**src/rtl/gb2312_glyph_address_parser_defines.svh**
```systemverilog
// assertion macros for the glyph address parser
`ifndef GB2312_GLYPH_ADDRESS_PARSER_DEFINES_SVH
`define GB2312_GLYPH_ADDRESS_PARSER_DEFINES_SVH

`ifndef SYNTHESIS
`define G2GAP_ASSERT_IMPL(label, ante, cons) \
	label: assert property (@(posedge clk) disable iff (!arst_n) (ante) |-> (cons)) \
		else $error("glyph parser check failed");
`define G2GAP_ASSERT_NEXT(label, ante, cons) \
	label: assert property (@(posedge clk) disable iff (!arst_n) (ante) |=> (cons)) \
		else $error("glyph parser check failed");
`else
`define G2GAP_ASSERT_IMPL(label, ante, cons)
`define G2GAP_ASSERT_NEXT(label, ante, cons)
`endif

`endif

```
**src/rtl/g2gap_pkg.sv**
```systemverilog
package g2gap_pkg;

	localparam int unsigned ByteW = 8;
	localparam int unsigned AddrW = 18;
	localparam int unsigned ColW = 8;
	localparam int unsigned CellW = AddrW - 5;
	localparam int unsigned OutDataW = ((AddrW + ColW + 7) / 8) * 8;

	localparam logic [ByteW-1:0] EndByte = 8'h00;
	localparam logic [ByteW-1:0] HanziLeadLo = 8'hB0;
	localparam logic [ByteW-1:0] HanziLeadHi = 8'hF7;
	localparam logic [ByteW-1:0] SymbolLeadLo = 8'hA1;
	localparam logic [ByteW-1:0] SymbolLeadHi = 8'hA3;
	localparam logic [ByteW-1:0] TrailLo = 8'hA1;
	localparam logic [ByteW-1:0] AsciiLo = 8'h20;
	localparam logic [ByteW-1:0] AsciiHi = 8'h7E;

	localparam logic [CellW-1:0] RowCells = 13'd94;
	localparam logic [CellW-1:0] HanziCellBase = 13'd846;
	localparam logic [AddrW-1:0] AsciiBase = 18'h3CF80;

	localparam logic [ColW-1:0] WideStep = 8'd16;
	localparam logic [ColW-1:0] NarrowStep = 8'd8;
	localparam logic [ColW-1:0] StartColumnReset = 8'd1;

	typedef struct packed {
		logic end_string;
		logic emit;
		logic wide;
		logic [AddrW-1:0] addr;
		logic lead_next;
	} g2gap_dec_t;

endpackage

```
**src/rtl/g2gap_decode.sv**
```systemverilog
module g2gap_decode
	import g2gap_pkg::*;
(
	input  logic [ByteW-1:0] text_byte,
	input  logic             lead_pending,
	input  logic [ByteW-1:0] lead_byte,
	output g2gap_dec_t       dec
);

	logic             is_end;
	logic             pair;
	logic             is_lead;
	logic             is_ascii;
	logic             hanzi;
	logic [6:0]       row;
	logic [CellW-1:0] row_cells;
	logic [CellW-1:0] glyph_idx;
	logic [ByteW-1:0] trail_off;
	logic [ByteW-1:0] ascii_off;
	logic [AddrW-1:0] wide_addr;
	logic [AddrW-1:0] narrow_addr;

	always_comb begin
		is_end = (text_byte == EndByte);
		pair = lead_pending && (text_byte >= TrailLo);
		is_lead = ((text_byte >= HanziLeadLo) && (text_byte <= HanziLeadHi)) ||
			((text_byte >= SymbolLeadLo) && (text_byte <= SymbolLeadHi));
		is_ascii = (text_byte >= AsciiLo) && (text_byte <= AsciiHi);

		hanzi = (lead_byte >= HanziLeadLo);
		row = hanzi ? 7'(lead_byte - HanziLeadLo) : 7'(lead_byte - SymbolLeadLo);
		row_cells = CellW'(row) * RowCells;
		trail_off = text_byte - TrailLo;
		glyph_idx = row_cells + CellW'(trail_off) + (hanzi ? HanziCellBase : '0);
		wide_addr = {glyph_idx, 5'b0};

		ascii_off = text_byte - AsciiLo;
		narrow_addr = AddrW'({ascii_off[6:0], 4'b0}) + AsciiBase;

		dec.end_string = is_end;
		dec.emit = !is_end && (pair || (!is_lead && is_ascii));
		dec.wide = pair;
		dec.addr = pair ? wide_addr : narrow_addr;
		dec.lead_next = !is_end && !pair && is_lead;
	end

endmodule

```
**src/rtl/gb2312_glyph_address_parser.sv**
```systemverilog
// 2 register stages: the input register, then the result register, which takes a decoded byte only while free
// throughput: one text byte per cycle, sustained while the result side takes requests
// a lead byte, the column and the start column carry over between bytes, all in registers
// reset: no held lead, column and start column at 1, both register stages empty
`include "gb2312_glyph_address_parser_defines.svh"

module gb2312_glyph_address_parser
	import g2gap_pkg::*;
(
	input  logic                clk,
	input  logic                arst_n,
	input  logic                cfg_wr_en,
	input  logic [ColW-1:0]     cfg_wr_data,  // start_column
	input  logic                s_tvalid,
	output logic                s_tready,
	input  logic [ByteW-1:0]    s_tdata,      // text_byte
	output logic                m_tvalid,
	input  logic                m_tready,
	output logic [OutDataW-1:0] m_tdata,      // font_address, glyph_column, zero fill
	output logic                m_tuser       // wide_glyph
);

	logic             valid_s1;
	logic [ByteW-1:0] byte_s1;
	logic             valid_s2;
	logic [AddrW-1:0] addr_s2;
	logic             wide_s2;
	logic [ColW-1:0]  col_s2;

	logic [ColW-1:0]  start_col_q;
	logic [ColW-1:0]  col_q;
	logic [ByteW-1:0] lead_q;
	logic             lead_pending_q;

	logic             out_free;
	logic             adv_s1;
	g2gap_dec_t       dec;

	assign out_free = !valid_s2 || m_tready;
	assign adv_s1 = valid_s1 && out_free;
	assign s_tready = !valid_s1 || out_free;

	g2gap_decode u_decode (
		.text_byte    (byte_s1),
		.lead_pending (lead_pending_q),
		.lead_byte    (lead_q),
		.dec          (dec)
	);

	// input register
	always_ff @(posedge clk or negedge arst_n) begin
		if (!arst_n) begin
			valid_s1 <= 1'b0;
		end else if (s_tready) begin
			valid_s1 <= s_tvalid;
		end
	end

	always_ff @(posedge clk) begin
		if (s_tvalid && s_tready) begin
			byte_s1 <= s_tdata;
		end
	end

	// parser state
	always_ff @(posedge clk or negedge arst_n) begin
		if (!arst_n) begin
			start_col_q <= StartColumnReset;
			col_q <= StartColumnReset;
			lead_q <= '0;
			lead_pending_q <= 1'b0;
		end else if (cfg_wr_en) begin
			start_col_q <= cfg_wr_data;
			col_q <= cfg_wr_data;
			lead_q <= '0;
			lead_pending_q <= 1'b0;
		end else if (adv_s1) begin
			lead_pending_q <= dec.lead_next;
			lead_q <= dec.lead_next ? byte_s1 : '0;
			if (dec.end_string) begin
				col_q <= start_col_q;
			end else if (dec.emit) begin
				col_q <= col_q + (dec.wide ? WideStep : NarrowStep);
			end
		end
	end

	// result register
	always_ff @(posedge clk or negedge arst_n) begin
		if (!arst_n) begin
			valid_s2 <= 1'b0;
		end else if (out_free) begin
			valid_s2 <= adv_s1 && dec.emit;
		end
	end

	always_ff @(posedge clk) begin
		if (adv_s1 && dec.emit) begin
			addr_s2 <= dec.addr;
			wide_s2 <= dec.wide;
			col_s2 <= col_q;
		end
	end

	assign m_tvalid = valid_s2;
	assign m_tuser = wide_s2;
	assign m_tdata = {(OutDataW - AddrW - ColW)'(0), col_s2, addr_s2};

	`G2GAP_ASSERT_IMPL(a_lead_range, lead_pending_q,
		((lead_q >= HanziLeadLo) && (lead_q <= HanziLeadHi)) ||
		((lead_q >= SymbolLeadLo) && (lead_q <= SymbolLeadHi)))
	`G2GAP_ASSERT_IMPL(a_wide_region, valid_s2 && wide_s2,
		(addr_s2[4:0] == 5'b0) && (addr_s2 < AsciiBase))
	`G2GAP_ASSERT_IMPL(a_narrow_region, valid_s2 && !wide_s2,
		(addr_s2 >= AsciiBase) && (addr_s2[3:0] == 4'b0))
	`G2GAP_ASSERT_NEXT(a_s1_hold, valid_s1 && !out_free,
		valid_s1 && $stable(byte_s1))

endmodule
```
**config.mk**
```make
export PLATFORM = sky130hd
export DESIGN_NAME = gb2312_glyph_address_parser
export DESIGN_NICKNAME = d
export VERILOG_FILES = /design/src/rtl/g2gap_pkg.sv /design/src/rtl/g2gap_decode.sv /design/src/rtl/gb2312_glyph_address_parser.sv
export VERILOG_INCLUDE_DIRS = /design/src /design/src/rtl
export SDC_FILE = /design/constraint.sdc
export NUM_CORES = 1
export LEC_CHECK = 0
export BUFFER_PORTS_ARGS = -buffer_cell sky130_fd_sc_hd__buf_2
export CORE_MARGIN = 4
export CORE_UTILIZATION = 58
export CTS_CLUSTER_SIZE = 24
export DETAILED_ROUTE_END_ITERATION = 12
export GPL_TIMING_DRIVEN = 1
export HOLD_SLACK_MARGIN = 0.1
export MAX_ROUTING_LAYER = met4
export PLACE_DENSITY = 0.9
export SETUP_SLACK_MARGIN = 0.4
export SYNTH_ARGS = -nofsm -noshare
export SYNTH_HDL_FRONTEND = slang
export SYNTH_SLANG_ARGS = --single-unit
```
**constraint.sdc**
```tcl
create_clock -name clk -period 6.3 [get_ports clk]
set_clock_uncertainty 0.1 [all_clocks]
set_input_delay 0.315 -clock clk [delete_from_list [all_inputs] [get_ports clk]]
set_output_delay 0.315 -clock clk [all_outputs]
set_load 0.1 [all_outputs]
```
==> results_dict.tcl <==
set metrics [dict create \
    run_status "finished, final reports clean" \
    grt_start_max_net_pins 28 \
    ys_seq_elements 58 \
    period_share_pct 91.3 \
    power_frac_comb_pct 73.0 \
    port_buffers 45 \
    worst-slew-pin-transition_ns 1.07 \
    global_route.usage.total_pct 23.1 \
    maxCapViolCount 0 \
    clock_sinks 58 \
    final.hold.worst_slack_ns 0.112 \
    vias 3488 \
    area_of_the_mapped_netlist_sq_um 4400 \
    critical_path_peak_fanout 5 \
    initial_utilization_pct 60.0 \
    die_w_um 95.1 \
    num_io_pins 56 \
    avgSynthCellArea_sq_um 10.1 \
    fp.dieH_um 95.1 \
    wl_per_cell_um 16.2 \
    synth_cell_type_count 57 \
    power_density_nw_per_um2 596 \
    cell_internal_pwr_mw 1.64 \
    yosysTopAreaCellShare_pct 21.2 \
    clock_tree.root_cell "sky130_fd_sc_hd__clkbuf_8" \
    synth_edf_count 31 \
    wirelength_um 9850 \
    share_clk_of_total_power_pct 11.0 \
    final-max-slew-violation-count 0 \
    drt.antenna.violating_nets 0 \
    first_global_vias 3492 \
    most_frequent_standard_cell_in_the_layout_excluding_fill_and_tap_cells "sky130_fd_sc_hd__inv_1" \
    max_freq_mhz 174 \
    core_region_area_sq_um 7330 \
    routed_via_density 5.74 \
    most-common-layout-cells "57 x sky130_fd_sc_hd__inv_1, 49 x sky130_fd_sc_hd__ha_1, 45 x sky130_fd_sc_hd__buf_2" \
    detailedRoute.firstIterationViolations 255 \
    numCtsBuffers 9 \
    floorplan.die_area_sq_um 9040 \
    critPathLaunchType "flop" \
    post-route-drc-count 0 \
    row_count 31 \
    ir_worst_vdd_v 0.000440 \
    worstPathRequired_ns 6.27 \
    total_switching_power_mw 1.42 \
    hold_violations 0 \
    criticalPathCategory "reg -> reg" \
    yosysTopAreaCell "sky130_fd_sc_hd__edfxtp_1" \
    tns_ns 0 \
    final_layout_size_suffix_gt1_share_pct 19.4 \
    global_route_wire_length_before_repair_um 15800 \
    critical_path.endpoint_type "flop" \
    synthesis.yosys.warnings 0 \
    clockBufferDepth 2 \
    rsz0062_at_grt "no" \
    n_antenna_cell 0 \
    grt_antenna_before_repair 0 \
    cp_data_arrival_time_ns 5.72 \
    shortest_period_the_worst_path_allows_ns 5.75 \
    clk_pin_slew_worst_paths_ns 0.07 \
    globalplace.congestion 0.895 \
    pwr-share-seq_pct 15.9 \
    ctsHtreeMaxLevel 3 \
    syn_inst 435 \
    asyncSetResetFlopFracSynth_pct 46.6 \
    globalRoute.totalOverflow 0 \
    first_pass_iters 4 \
    timing.hold.worst.class "in -> reg" \
    part_of_the_yosys_area_used_for_sequential_elements_pct 36.6 \
    finalNetCount 594 \
    area_growth_pct 16.9 \
    synthFlopType "sky130_fd_sc_hd__edfxtp_1" \
    dp.final_hpwl_um 6710 \
    setup_viol 0 \
    synthTopCellsByArea "sky130_fd_sc_hd__edfxtp_1 21%, sky130_fd_sc_hd__ha_1 15%, sky130_fd_sc_hd__dfrtp_1 14%" \
    slew_headroom_pct 28.5 \
    p_sw_share_pct 46.4 \
    cellLeakagePower_nw 2.42 \
    tritoncts "done" \
    clk_lat_worst_skew_ns 0.35 \
]
[registers in the layout, indices dropped and copies added, names as in the netlist, 8 cells and up]
| signal | count |
|---|---|
| addr_s2 | 14 |
| col_s2 | 8 |
| col_q | 8 |
| start_col_q | 8 |
| lead_q | 8 |
| byte_s1 | 8 |
[logic make-up after synthesis]
kind of cell,synth area share [%]
other cells,0.0852
simple gates,10.7
mux,2.82
flops,36.6
fa+ha+maj,22.7
xor+xnor,6.37
compound gates,13.2
buf+inv,7.57
[what timing repair did]
| action | 4_1_cts | 5_1_grt |
|---|---|---|
| hold buffers | 12 | 0 |
| pin swaps | 0 | 2 |
| gates resized for setup | 3 | 11 |
| setup endpoints to repair | 2 | 4 |
| setup buffers | 0 | 8 |
| hold endpoints to repair | 36 | 0 |
[synthesized netlist by cell type, drive strengths merged, types with 3 or more instances]
| cell | n |
|---|---|
| clkbuf | 6 |
| ha | 51 |
| nand2 | 40 |
| o21ai | 34 |
| or3 | 3 |
| nand2b | 6 |
| a22o | 4 |
| mux2 | 7 |
| xor2 | 12 |
| edfxtp | 31 |
| dfrtp | 25 |
| o211ai | 3 |
| nor3 | 8 |
| xnor2 | 20 |
| inv | 58 |
| o31a | 3 |
| buf | 13 |
| a21oi | 20 |
| fa | 18 |
| a21o | 6 |
| o21a | 6 |
| nor2 | 23 |
| mux2i | 3 |
| nor2b | 4 |
[layer usage]
| layer | wire (um) | GRT usage [%] |
|---|---|---|
| met1 | 3900 | 27.2 |
| met2 | 5160 | 38.8 |
| met3 | 613 | 5.60 |
| met4 | 181 | 7.81 |
| met5 | 0 | - |
[per-stage QoR]
step	cells	worst slack [ns]	total power, mW	instance area (sq um)	util [%]
global route	608	0.341	3.35	5140	70.1
floorplan	444	0.430	2.18	4430	-
global placement	572	0.544	2.43	4690	64.0
detailed placement	572	0.310	2.52	4690	64.0
finish	608	0.550	3.07	5140	70.1
CTS	600	0.415	2.88	5020	68.5
[worst paths after layout]
kind	endpoint	slack, ns	from	cells after the start
max	addr_s2[15]$_SDFFCE_PN1P_	0.55	lead_q[0]$_DFFE_PN0P_	23
min	start_col_q[2]$_DFFE_PN0P_	0.11	cfg_wr_data[2]	3
max reg2reg	addr_s2[15]$_SDFFCE_PN1P_	0.55	lead_q[0]$_DFFE_PN0P_	23
min reg2reg	col_s2[2]$_DFFE_PP_	0.37	col_q[2]$_DFFE_PN0P_	0
max in group asynchronous	lead_q[6]$_DFFE_PN0P_	5.26	arst_n	2
min in group asynchronous	col_q[1]$_DFFE_PN0P_	0.42	arst_n	2
[worst max-delay path, stage by stage (launching register included)]
cell,delay (ns)
sky130_fd_sc_hd__dfrtp_1,0.44
sky130_fd_sc_hd__inv_2,0.11
sky130_fd_sc_hd__ha_2,0.20
sky130_fd_sc_hd__or3b_4,0.40
sky130_fd_sc_hd__nand2_1,0.10
sky130_fd_sc_hd__o21ai_0,0.08
sky130_fd_sc_hd__a22o_1,0.26
sky130_fd_sc_hd__fa_1,0.53
sky130_fd_sc_hd__inv_1,0.05
sky130_fd_sc_hd__fa_1,0.47
sky130_fd_sc_hd__fa_1,0.54
sky130_fd_sc_hd__inv_1,0.07
sky130_fd_sc_hd__ha_4,0.27
sky130_fd_sc_hd__o21a_1,0.17
sky130_fd_sc_hd__o31a_1,0.13
sky130_fd_sc_hd__a21oi_1,0.14
sky130_fd_sc_hd__ha_1,0.26
sky130_fd_sc_hd__ha_1,0.34
sky130_fd_sc_hd__o21ai_0,0.11
sky130_fd_sc_hd__nand2b_1,0.13
sky130_fd_sc_hd__o41a_1,0.15
sky130_fd_sc_hd__a21oi_1,0.21
sky130_fd_sc_hd__xor2_1,0.16
sky130_fd_sc_hd__nand2_1,0.07
[final cells by class]
type,count,area [sq um]
inverter,58,218
clock inverter,6,56.3
sequential,58,1610
fill,478,2190
multi-input combinational,309,2570
timing repair buffer,68,428
clock buffer,10,138
tap,99,124
[power by group through the flow]
stage | Combinational (mW) | Clock, mW | Sequential (mW)
2_1_floorplan | 1.61 | 0 | 0.570
6_report | 2.24 | 0.338 | 0.489
5_1_grt | 2.50 | 0.356 | 0.492
3_5_place_dp | 2.02 | 0 | 0.492
3_3_place_gp | 1.94 | 0 | 0.490
4_1_cts | 2.06 | 0.339 | 0.486
Note: power is estimated with default switching activity, not from simulation.
